[src/rtl/sdp_pkg.sv]
package sdp_pkg;

	// Data field length of one sample dump data packet.
	localparam int DATA_FIELD_BYTES = 120;

	// Fixed packet bytes.
	localparam logic [7:0] SYSEX_START = 8'hF0;
	localparam logic [7:0] SYSEX_NONRT = 8'h7E;
	localparam logic [7:0] DUMP_DATA   = 8'h02;
	localparam logic [7:0] SYSEX_END   = 8'hF7;

	// Configuration register indexes.
	localparam logic CFG_DEVICE_ID    = 1'b0;
	localparam logic CFG_SAMPLE_WIDTH = 1'b1;

	// Work for one sample as the front hands it to the back.
	typedef struct packed {
		logic        hdr;      // sample opens a packet
		logic [6:0]  dev_id;
		logic [6:0]  pkt_num;
		logic [34:0] groups;   // 7-bit groups, first group in the top bits
		logic [2:0]  ngrp;     // groups that fit in the data field
		logic [6:0]  npad;     // zero bytes after the groups
		logic        close;    // packet closes after this sample
		logic        last;
	} cmd_t;

	// One beat on the result side.
	typedef struct packed {
		logic [7:0][7:0] bytes;
		logic [3:0]      count;
		logic            packet_end;
		logic            transfer_end;
		logic            run_last;
	} result_t;

	typedef enum logic [2:0] {
		BK_IDLE,
		BK_HEAD,
		BK_DATA,
		BK_PAD,
		BK_SUM,
		BK_END
	} back_state_t;

endpackage

[src/rtl/sdp_front.sv]
module sdp_front (
	input  logic          clk,
	input  logic          arst_n,
	input  logic          cfg_we,
	input  logic          cfg_index,
	input  logic [6:0]    cfg_data,
	input  logic          push,
	input  logic [31:0]   sample_value,
	input  logic          last_sample,
	input  logic          q_full,
	output logic          q_push,
	output sdp_pkg::cmd_t cmd
);

	logic [6:0]  device_id_q;
	logic [1:0]  width_code_q;
	logic [6:0]  data_cnt_q;
	logic [6:0]  pkt_num_q;

	logic        accept;
	logic [34:0] aligned;
	logic [2:0]  grp_total;
	logic [6:0]  room;
	logic [2:0]  ngrp;
	logic [6:0]  data_after;
	logic        close;

	assign accept = push & ~q_full;
	assign q_push = accept;

	// Left justification into 7-bit groups, with offset binary conversion of the 16-, 24- and 32-bit widths.
	always_comb begin
		unique case (width_code_q)
			2'd0: begin
				aligned   = {sample_value[7:0], 27'd0};
				grp_total = 3'd2;
			end
			2'd1: begin
				aligned   = {~sample_value[15], sample_value[14:0], 19'd0};
				grp_total = 3'd3;
			end
			2'd2: begin
				aligned   = {~sample_value[23], sample_value[22:0], 11'd0};
				grp_total = 3'd4;
			end
			default: begin
				aligned   = {~sample_value[31], sample_value[30:0], 3'd0};
				grp_total = 3'd5;
			end
		endcase
	end

	// Room in the data field and the closing decision.
	always_comb begin
		room       = 7'(sdp_pkg::DATA_FIELD_BYTES) - data_cnt_q;
		ngrp       = ({4'd0, grp_total} > room) ? room[2:0] : grp_total;
		data_after = data_cnt_q + {4'd0, ngrp};
		close      = last_sample
			|| (({1'b0, data_after} + {5'd0, grp_total}) > 8'(sdp_pkg::DATA_FIELD_BYTES));
	end

	// Command for the back.
	always_comb begin
		cmd.hdr     = (data_cnt_q == 7'd0);
		cmd.dev_id  = device_id_q;
		cmd.pkt_num = pkt_num_q;
		cmd.groups  = aligned;
		cmd.ngrp    = ngrp;
		cmd.npad    = close ? 7'(sdp_pkg::DATA_FIELD_BYTES) - data_after : 7'd0;
		cmd.close   = close;
		cmd.last    = last_sample;
	end

	// Configuration registers and packet position.
	always_ff @(posedge clk or negedge arst_n) begin
		if (!arst_n) begin
			device_id_q  <= 7'd0;
			width_code_q <= 2'd1;
			data_cnt_q   <= 7'd0;
			pkt_num_q    <= 7'd0;
		end else begin
			if (cfg_we) begin
				unique case (cfg_index)
					sdp_pkg::CFG_DEVICE_ID:    device_id_q  <= cfg_data;
					sdp_pkg::CFG_SAMPLE_WIDTH: width_code_q <= cfg_data[1:0];
				endcase
			end
			if (accept) begin
				if (close) begin
					data_cnt_q <= 7'd0;
					pkt_num_q  <= last_sample ? 7'd0 : pkt_num_q + 7'd1;
				end else begin
					data_cnt_q <= data_after;
				end
			end
		end
	end

endmodule

[src/rtl/sdp_cmd_fifo.sv]
module sdp_cmd_fifo #(
	parameter int DEPTH = 2
) (
	input  logic          clk,
	input  logic          arst_n,
	input  logic          wr_en,
	input  sdp_pkg::cmd_t wr_data,
	output logic          full,
	input  logic          rd_en,
	output sdp_pkg::cmd_t rd_data,
	output logic          empty
);

	localparam int PTR_W = $clog2(DEPTH);
	localparam int CNT_W = $clog2(DEPTH + 1);

	sdp_pkg::cmd_t mem_q [DEPTH];
	logic [PTR_W-1:0] wr_ptr_q;
	logic [PTR_W-1:0] rd_ptr_q;
	logic [CNT_W-1:0] count_q;
	logic             do_wr;
	logic             do_rd;

	assign full    = (count_q == CNT_W'(DEPTH));
	assign empty   = (count_q == '0);
	assign do_wr   = wr_en & ~full;
	assign do_rd   = rd_en & ~empty;
	assign rd_data = mem_q[rd_ptr_q];

	// Entry storage.
	always_ff @(posedge clk) begin
		if (do_wr) begin
			mem_q[wr_ptr_q] <= wr_data;
		end
	end

	// Pointers and fill level.
	always_ff @(posedge clk or negedge arst_n) begin
		if (!arst_n) begin
			wr_ptr_q <= '0;
			rd_ptr_q <= '0;
			count_q  <= '0;
		end else begin
			if (do_wr) begin
				wr_ptr_q <= (wr_ptr_q == PTR_W'(DEPTH - 1)) ? '0 : wr_ptr_q + 1'b1;
			end
			if (do_rd) begin
				rd_ptr_q <= (rd_ptr_q == PTR_W'(DEPTH - 1)) ? '0 : rd_ptr_q + 1'b1;
			end
			if (do_wr && !do_rd) begin
				count_q <= count_q + 1'b1;
			end else if (do_rd && !do_wr) begin
				count_q <= count_q - 1'b1;
			end
		end
	end

endmodule

[src/rtl/sdp_back.sv]
module sdp_back (
	input  logic             clk,
	input  logic             arst_n,
	input  logic             q_empty,
	input  sdp_pkg::cmd_t    q_data,
	output logic             q_pop,
	input  logic             pop,
	output logic             out_vld,
	output sdp_pkg::result_t result
);

	sdp_pkg::back_state_t state_q;
	sdp_pkg::back_state_t state_d;
	sdp_pkg::cmd_t        cmd_q;
	sdp_pkg::result_t     out_q;
	logic [6:0]           idx_q;
	logic [2:0]           cnt_q;
	logic [6:0][7:0]      asm_q;
	logic [6:0]           csum_q;
	logic                 out_vld_q;

	logic                 active;
	logic [7:0]           byte_val;
	logic [6:0]           grp_sel;
	logic                 last_idx;
	logic [3:0]           rem;
	logic                 emit;
	logic                 go;
	logic                 out_free;
	logic                 run_last;
	sdp_pkg::result_t     built;

	assign out_free = ~out_vld_q | pop;
	assign q_pop    = (state_q == sdp_pkg::BK_IDLE) & ~q_empty;
	assign out_vld  = out_vld_q;
	assign result   = out_q;

	// Data group selection.
	always_comb begin
		unique case (idx_q[2:0])
			3'd0:    grp_sel = cmd_q.groups[34:28];
			3'd1:    grp_sel = cmd_q.groups[27:21];
			3'd2:    grp_sel = cmd_q.groups[20:14];
			3'd3:    grp_sel = cmd_q.groups[13:7];
			3'd4:    grp_sel = cmd_q.groups[6:0];
			default: grp_sel = 7'd0;
		endcase
	end

	// Byte of the current step and what follows it in this sample.
	always_comb begin
		active   = 1'b1;
		byte_val = 8'd0;
		last_idx = 1'b0;
		rem      = 4'd0;
		unique case (state_q)
			sdp_pkg::BK_IDLE: begin
				active = 1'b0;
			end
			sdp_pkg::BK_HEAD: begin
				unique case (idx_q[2:0])
					3'd0:    byte_val = sdp_pkg::SYSEX_START;
					3'd1:    byte_val = sdp_pkg::SYSEX_NONRT;
					3'd2:    byte_val = {1'b0, cmd_q.dev_id};
					3'd3:    byte_val = sdp_pkg::DUMP_DATA;
					default: byte_val = {1'b0, cmd_q.pkt_num};
				endcase
				last_idx = (idx_q == 7'd4);
				rem      = {1'b0, 3'd4 - idx_q[2:0]} + {1'b0, cmd_q.ngrp};
			end
			sdp_pkg::BK_DATA: begin
				byte_val = {1'b0, grp_sel};
				last_idx = (idx_q[2:0] == cmd_q.ngrp - 3'd1);
				rem      = {1'b0, cmd_q.ngrp - 3'd1 - idx_q[2:0]};
			end
			sdp_pkg::BK_PAD: begin
				last_idx = (idx_q == cmd_q.npad - 7'd1);
			end
			sdp_pkg::BK_SUM: begin
				byte_val = {1'b0, csum_q};
				last_idx = 1'b1;
			end
			sdp_pkg::BK_END: begin
				byte_val = sdp_pkg::SYSEX_END;
				last_idx = 1'b1;
			end
			default: begin
				active = 1'b0;
			end
		endcase
		emit     = active && ((cnt_q == 3'd7) || (state_q == sdp_pkg::BK_END));
		go       = active && (!emit || out_free);
		run_last = cmd_q.close ? (state_q == sdp_pkg::BK_END) : (rem < 4'd8);
	end

	// Result beat assembled from the pending bytes and the current byte.
	always_comb begin
		for (int i = 0; i < 7; i++) begin
			built.bytes[i] = asm_q[i] | ((cnt_q == 3'(i)) ? byte_val : 8'd0);
		end
		built.bytes[7]      = (cnt_q == 3'd7) ? byte_val : 8'd0;
		built.count         = {1'b0, cnt_q} + 4'd1;
		built.packet_end    = (state_q == sdp_pkg::BK_END);
		built.transfer_end  = (state_q == sdp_pkg::BK_END) && cmd_q.last;
		built.run_last      = run_last;
	end

	// Sequencer next state.
	always_comb begin
		state_d = state_q;
		unique case (state_q)
			sdp_pkg::BK_IDLE: begin
				if (!q_empty) begin
					state_d = q_data.hdr ? sdp_pkg::BK_HEAD : sdp_pkg::BK_DATA;
				end
			end
			sdp_pkg::BK_HEAD: begin
				if (go && last_idx) begin
					state_d = sdp_pkg::BK_DATA;
				end
			end
			sdp_pkg::BK_DATA: begin
				if (go && last_idx) begin
					if (!cmd_q.close) begin
						state_d = sdp_pkg::BK_IDLE;
					end else if (cmd_q.npad != 7'd0) begin
						state_d = sdp_pkg::BK_PAD;
					end else begin
						state_d = sdp_pkg::BK_SUM;
					end
				end
			end
			sdp_pkg::BK_PAD: begin
				if (go && last_idx) begin
					state_d = sdp_pkg::BK_SUM;
				end
			end
			sdp_pkg::BK_SUM: begin
				if (go) begin
					state_d = sdp_pkg::BK_END;
				end
			end
			sdp_pkg::BK_END: begin
				if (go) begin
					state_d = sdp_pkg::BK_IDLE;
				end
			end
			default: begin
				state_d = sdp_pkg::BK_IDLE;
			end
		endcase
	end

	// Command register and result beat register.
	always_ff @(posedge clk) begin
		if (q_pop) begin
			cmd_q <= q_data;
		end
		if (go && emit) begin
			out_q <= built;
		end
	end

	// Sequencer, byte assembly, checksum and result valid flag.
	always_ff @(posedge clk or negedge arst_n) begin
		if (!arst_n) begin
			state_q   <= sdp_pkg::BK_IDLE;
			idx_q     <= 7'd0;
			cnt_q     <= 3'd0;
			asm_q     <= '0;
			csum_q    <= 7'd0;
			out_vld_q <= 1'b0;
		end else begin
			state_q <= state_d;
			if (go) begin
				idx_q <= last_idx ? 7'd0 : idx_q + 7'd1;
				if (emit) begin
					asm_q <= '0;
					cnt_q <= 3'd0;
				end else begin
					asm_q[cnt_q] <= byte_val;
					cnt_q        <= cnt_q + 3'd1;
				end
				if (state_q == sdp_pkg::BK_HEAD && idx_q == 7'd0) begin
					csum_q <= 7'd0;
				end else if (state_q == sdp_pkg::BK_HEAD || state_q == sdp_pkg::BK_DATA) begin
					csum_q <= csum_q ^ byte_val[6:0];
				end
			end
			if (go && emit) begin
				out_vld_q <= 1'b1;
			end else if (pop) begin
				out_vld_q <= 1'b0;
			end
		end
	end

endmodule

[src/rtl/sds_data_packet_encoder.sv]
// Sample dump data packet encoder. Samples enter on a queue-style port and
// leave as 127-byte data packets (F0 7E id 02 number, 120 data bytes,
// checksum, F7) in beats of up to eight bytes. The front classifies a
// sample in the cycle it is accepted and queues it (CMD_DEPTH entries);
// the back sequencer then writes one packet byte per cycle into the beat
// being assembled, after loading the sample in its idle state. A sample
// gives 2 to 5 data groups for 8- to 32-bit samples, after five header
// bytes when it opens a packet and before the padding, checksum and F7
// when it closes one. Byte writing stalls when a beat is complete while
// the previous beat is still held on the result port. The user must set
// the sample width and device id through the write port only while the
// block is idle; the block itself does not enforce this.
module sds_data_packet_encoder #(
	parameter int CMD_DEPTH = 2
) (
	input  logic        clk,
	input  logic        arst_n,
	input  logic        cfg_we,
	input  logic        cfg_index,
	input  logic [6:0]  cfg_data,
	input  logic        push,
	output logic        full,
	input  logic [31:0] sample_value,
	input  logic        last_sample,
	output logic        empty,
	input  logic        pop,
	output logic [7:0]  byte_0,
	output logic [7:0]  byte_1,
	output logic [7:0]  byte_2,
	output logic [7:0]  byte_3,
	output logic [7:0]  byte_4,
	output logic [7:0]  byte_5,
	output logic [7:0]  byte_6,
	output logic [7:0]  byte_7,
	output logic [3:0]  beat_bytes,
	output logic        packet_end,
	output logic        transfer_end,
	output logic        run_last
);

	sdp_pkg::cmd_t    front_cmd;
	sdp_pkg::cmd_t    back_cmd;
	sdp_pkg::result_t result;
	logic             q_push;
	logic             q_full;
	logic             q_pop;
	logic             q_empty;
	logic             out_vld;

	assign full  = q_full;
	assign empty = ~out_vld;

	sdp_front u_front (
		.clk          (clk),
		.arst_n       (arst_n),
		.cfg_we       (cfg_we),
		.cfg_index    (cfg_index),
		.cfg_data     (cfg_data),
		.push         (push),
		.sample_value (sample_value),
		.last_sample  (last_sample),
		.q_full       (q_full),
		.q_push       (q_push),
		.cmd          (front_cmd)
	);

	sdp_cmd_fifo #(
		.DEPTH (CMD_DEPTH)
	) u_cmd_fifo (
		.clk     (clk),
		.arst_n  (arst_n),
		.wr_en   (q_push),
		.wr_data (front_cmd),
		.full    (q_full),
		.rd_en   (q_pop),
		.rd_data (back_cmd),
		.empty   (q_empty)
	);

	sdp_back u_back (
		.clk     (clk),
		.arst_n  (arst_n),
		.q_empty (q_empty),
		.q_data  (back_cmd),
		.q_pop   (q_pop),
		.pop     (pop),
		.out_vld (out_vld),
		.result  (result)
	);

	// Result beat onto the byte ports.
	assign byte_0       = result.bytes[0];
	assign byte_1       = result.bytes[1];
	assign byte_2       = result.bytes[2];
	assign byte_3       = result.bytes[3];
	assign byte_4       = result.bytes[4];
	assign byte_5       = result.bytes[5];
	assign byte_6       = result.bytes[6];
	assign byte_7       = result.bytes[7];
	assign beat_bytes   = result.count;
	assign packet_end   = result.packet_end;
	assign transfer_end = result.transfer_end;
	assign run_last     = result.run_last;

endmodule
[config.mk]
export PLATFORM = sky130hd
export DESIGN_NAME = sds_data_packet_encoder
export DESIGN_NICKNAME = d
export VERILOG_FILES = /design/src/rtl/sdp_pkg.sv /design/src/rtl/sdp_front.sv /design/src/rtl/sdp_cmd_fifo.sv /design/src/rtl/sdp_back.sv /design/src/rtl/sds_data_packet_encoder.sv
export SDC_FILE = /design/constraint.sdc
export NUM_CORES = 1
export LEC_CHECK = 0
export ABC_AREA = 1
export CORE_MARGIN = 2
export CORE_UTILIZATION = 64
export DETAILED_ROUTE_END_ITERATION = 7
export DONT_BUFFER_PORTS = 1
export PLACE_DENSITY_LB_ADDON = 0.05
export SLEW_MARGIN = 30
export SYNTH_ARGS = -nofsm -noshare
export SYNTH_HDL_FRONTEND = slang
export SYNTH_HIERARCHICAL = 1
export SYNTH_SLANG_ARGS = --single-unit
[constraint.sdc]
create_clock -name clk -period 5.2 [get_ports clk]
set_input_delay 0.78 -clock clk [delete_from_list [all_inputs] [get_ports clk]]
set_output_delay 0.78 -clock clk [all_outputs]
set_load 0.02 [all_outputs]
==> impl_metrics.env <==
export IMPL_outcome="completed"
export IMPL_clock_fmax_ghz=0.215
export IMPL_cts_root_buf="clkbuf_16"
export IMPL_wl_mm=32.4
export IMPL_finalSetupViolations=0
export IMPL_period_share=0.895
export IMPL_cts_sinks=360
export IMPL_grt_start_max_net_pins=104
export IMPL_drive_gt1_frac=0.101
export IMPL_peakVddDrop_mv=0.387
export IMPL_crit_cells=23
export IMPL_antenna_left=0
export IMPL_cts_buffer_depth=3
export IMPL_synth_fa_ha_area_frac=0.0248
export IMPL_overflow=0
export IMPL_drc=0
export IMPL_drtIter0Drc=843
export IMPL_slew_violations=0
export IMPL_routedWlPerCell_um=17.5
export IMPL_crit_path_end_kind="register"
export IMPL_rsz0062_at_grt="false"
export IMPL_htreeDepth=2
export IMPL_chipHeight_um=162
export IMPL_synth_top_family_by_area="simple AND/OR/NAND/NOR gates"
export IMPL_synth_seq_cells=360
export IMPL_cp_top_family="simple AND/OR/NAND/NOR gates"
export IMPL_finalNetCount=1581
export IMPL_powerDensity_nw_per_um2=632
export IMPL_dieArea_sq_um=26200
export IMPL_antenna_found_initial=0
export IMPL_crit_chain="inv_1 > ha_1 > or2_2 > a21oi_1 > nand2_1 > o21ai_0 > ha_1 > inv_1 > fa_1 > nor2_1 > nor2_1 > ha_1 > nor2_1 > inv_1 > nand2_1 > nand2_1 > nand3_1 > nand2_1 > nor2_2 > nand3_2 > nand2_4 > inv_1 > nor2_1"
export IMPL_synth_largest_area_cell="edfxtp_1"
export IMPL_clock_latency_ns=0.52
export IMPL_worst_path_max_fanout=19
export IMPL_core_sq_um=24400
export IMPL_reg2reg_depth=23
export IMPL_hold_class="input pin to async pin"
export IMPL_max_cap_violations=0
export IMPL_synth_compound_area_frac=0.0847
export IMPL_rows=57
export IMPL_worstSetupPathType="register to register"
export IMPL_r2r_end="u_cmd_fifo/mem_q[1][6]$_DFFE_PP_"
export IMPL_power_leakage_uw=0.00725
export IMPL_avgSynthCellArea_sq_um=10.6
export IMPL_grt_pass1_wl_mm=53.0
export IMPL_post_place_ws_ns=0.601
export IMPL_mappedNetlistArea_sq_um=15900
export IMPL_start_util=0.653
export IMPL_cp_data_arrival_time_ns=5.00
export IMPL_reg2reg_slack_ns=0.55
export IMPL_ios=119
export IMPL_portBuffers=0
export IMPL_drtPass1Iterations=5
export IMPL_yosys_area_share_simple=0.169
export IMPL_r2r_start="u_front/width_code_q[0]$_DFFE_PN1P_"
export IMPL_fin_worst_skew_ns=0.0181
export IMPL_cts_tree="built"
export IMPL_synthXorXnorAreaFrac=0.00660
export IMPL_hold_viol=0
export IMPL_place_congestion=0.863
export IMPL_muxShareOfSynthArea=0.00354
export IMPL_vias=10454
export IMPL_fillers=1799
export IMPL_yosysTopAreaCellShare=0.483
export IMPL_clk_pin_slew_ns=0.06
export IMPL_cp_required_ns=5.55
export IMPL_hpwlAfterDp_mm=21.7
export IMPL_synth_cells=1497
export IMPL_grt_pass1_vias=10405
export IMPL_ys_top_cells_by_area="edfxtp_1 48%, dfrtp_1 16%, nand2_1 9.7%"
export IMPL_cpMaxStageDelayCell="dfstp_2"
export IMPL_worst_setup_path_start_kind="register"
export IMPL_synth_cell_types=53
export IMPL_fin_crit_ns=4.65
export IMPL_cpPeakStageDelay_ns=0.60
export IMPL_via_per_inst=5.63
export IMPL_n_antenna_cell=0
export IMPL_yosysSeqAreaShare=0.646
export IMPL_grtUsageTotal=0.257
export IMPL_maxSlewHeadroom=0.371
export IMPL_setup_tns_final_ns=0
export IMPL_area_growth_pct=8.98
export IMPL_tightest_slew_ns=0.941
export IMPL_cts_made_buffers=37
export IMPL_yosysWarnings=6
export IMPL_worst_slack_ns=0.545
export IMPL_die_width_um=162
export IMPL_postCtsSetupRepairBufs=0
export IMPL_critPathBufInv=4
## kinds of logic (layout without fill, tap and decap cells)
family          Yosys count  after routing
buf+inv                 233            267
xor+xnor                 12             12
flops                   360            360
simple gates            635            635
compound gates          220            220
other cells               1              3
fa+ha+maj                31             31
mux                       5              5
## worst register-to-register path, stage by stage, from the launching register on
cell	delay [ns]
dfstp_2	0.60
inv_1	0.08
ha_1	0.29
or2_2	0.27
a21oi_1	0.18
nand2_1	0.13
o21ai_0	0.32
ha_1	0.27
inv_1	0.07
fa_1	0.52
nor2_1	0.20
nor2_1	0.08
ha_1	0.19
nor2_1	0.20
inv_1	0.06
nand2_1	0.06
nand2_1	0.06
nand3_1	0.07
nand2_1	0.06
nor2_2	0.09
nand3_2	0.10
nand2_4	0.24
inv_1	0.18
nor2_1	0.18
## flip-flops by register name, indices dropped and copies added, names as in the netlist
register,flops
u_back/out_vld,1
u_front/width_code_q,2
u_front/pkt_num_q,7
u_front/data_cnt_q,7
u_cmd_fifo/count_q,2
u_back/cmd_q,61
u_cmd_fifo/rd_ptr_q,1
u_cmd_fifo/mem_q,124
u_back/result,71
u_cmd_fifo/wr_ptr_q,1
u_back/asm_q,56
u_back/csum_q,7
u_back/state_q,3
u_front/device_id_q,7
u_back/cnt_q,3
u_back/idx_q,7
## how the worst max path moves through the flow
stage	end	slack (ns)	startpoint
after CTS	u_cmd_fifo/mem_q[1][6]$_DFFE_PP_	0.57	u_front/width_code_q[0]$_DFFE_PN1P_
after global routing	u_cmd_fifo/mem_q[1][6]$_DFFE_PP_	0.03	u_front/width_code_q[0]$_DFFE_PN1P_
final	u_cmd_fifo/mem_q[1][6]$_DFFE_PP_	0.55	u_front/width_code_q[0]$_DFFE_PN1P_
after detailed placement	u_cmd_fifo/mem_q[1][6]$_DFFE_PP_	0.60	u_front/width_code_q[0]$_DFFE_PN1P_
after global placement	u_cmd_fifo/mem_q[0][7]$_DFFE_PP_	0.86	u_front/width_code_q[0]$_DFFE_PN1P_
after floorplan	u_back/result[0]$_DFFE_PP_	0.56	u_back/cnt_q[1]$_DFFE_PN0P_
## layout make-up
class,count,area (sq um),area share
flip-flops and latches,360,10300,0.593
multi-input cells,906,4630,0.267
clock buffers,54,1060,0.0612
inverters,188,711,0.0410
well taps,324,405,0.0234
clock inverters,14,141,0.00815
repair buffers,11,103,0.00591
## per-layer routing
metal,global-route usage,wire length [um],part of all wire,up-vias
met2,0.452,16200,0.50,338
met1,0.331,13700,0.42,4988
met3,0.0421,1720,0.053,65
li1,-,-,-,5063
met5,0,0,0,-
met4,0.0796,799,0.025,0
## what timing repair did
item | CTS | global route
endpoints found under the setup margin | 0 | 0
hold endpoints to repair | 103 | 0
hold buffers | 1 | 0
resized for setup | 0 | 0
## cells in the final DEF (no fill, tap or decap), drive strengths merged, types with 6 or more instances in the layout
cell type	instances
o21ai	85
clkinv	8
buf	11
a21oi	35
nand4	12
xor2	9
inv	189
dfrtp	103
clkbuf	54
o221ai	7
nor2	112
edfxtp	256
o22ai	75
ha	30
nand3	64
nand2	433
nor3	6
## cells in the mapped netlist, drive strengths merged
cell type  number
buf            35
nor3b           2
mux2            5
nor3            6
nand3          64
a31oi           2
clkinv          2
xnor2           3
nand2         433
fa              1
ha             30
o221ai          7
inv           186
o21a            1
o211ai          3
dfstp           1
clkbuf         10
nand3b          1
o2111ai         5
xor2            9
a21oi          35
o31ai           1
edfxtp        256
o22ai          75
nor4            1
o21ai          85
conb            1
a22o            1
a211oi          1
nor2          112
dfrtp         103
or2             4
nand4          12
a21o            1
a221oi          3
## power by group
group          internal [uW]  switching (uW)  total [uW]
registers               4280             494        4770
logic                   1010            2600        3610
clock network           1530            1060        2590
total                   6820            4150       11000
## per-stage QoR
stage | hold WS, ns | std cells | cell area (sq um) | util | total power, uW
detailed placement | 0.454 | 1788 | 16100 | 0.661 | 8390
global placement | 0.445 | 1788 | 16100 | 0.661 | 8280
finish | 0.112 | 1857 | 17300 | 0.711 | 11000
CTS | 0.0951 | 1857 | 17300 | 0.711 | 11000
global route | 0.0924 | 1857 | 17300 | 0.711 | 11700
floorplan | 0.437 | 1499 | 15900 | - | 7470
Note: power is estimated with default switching activity, not from simulation.
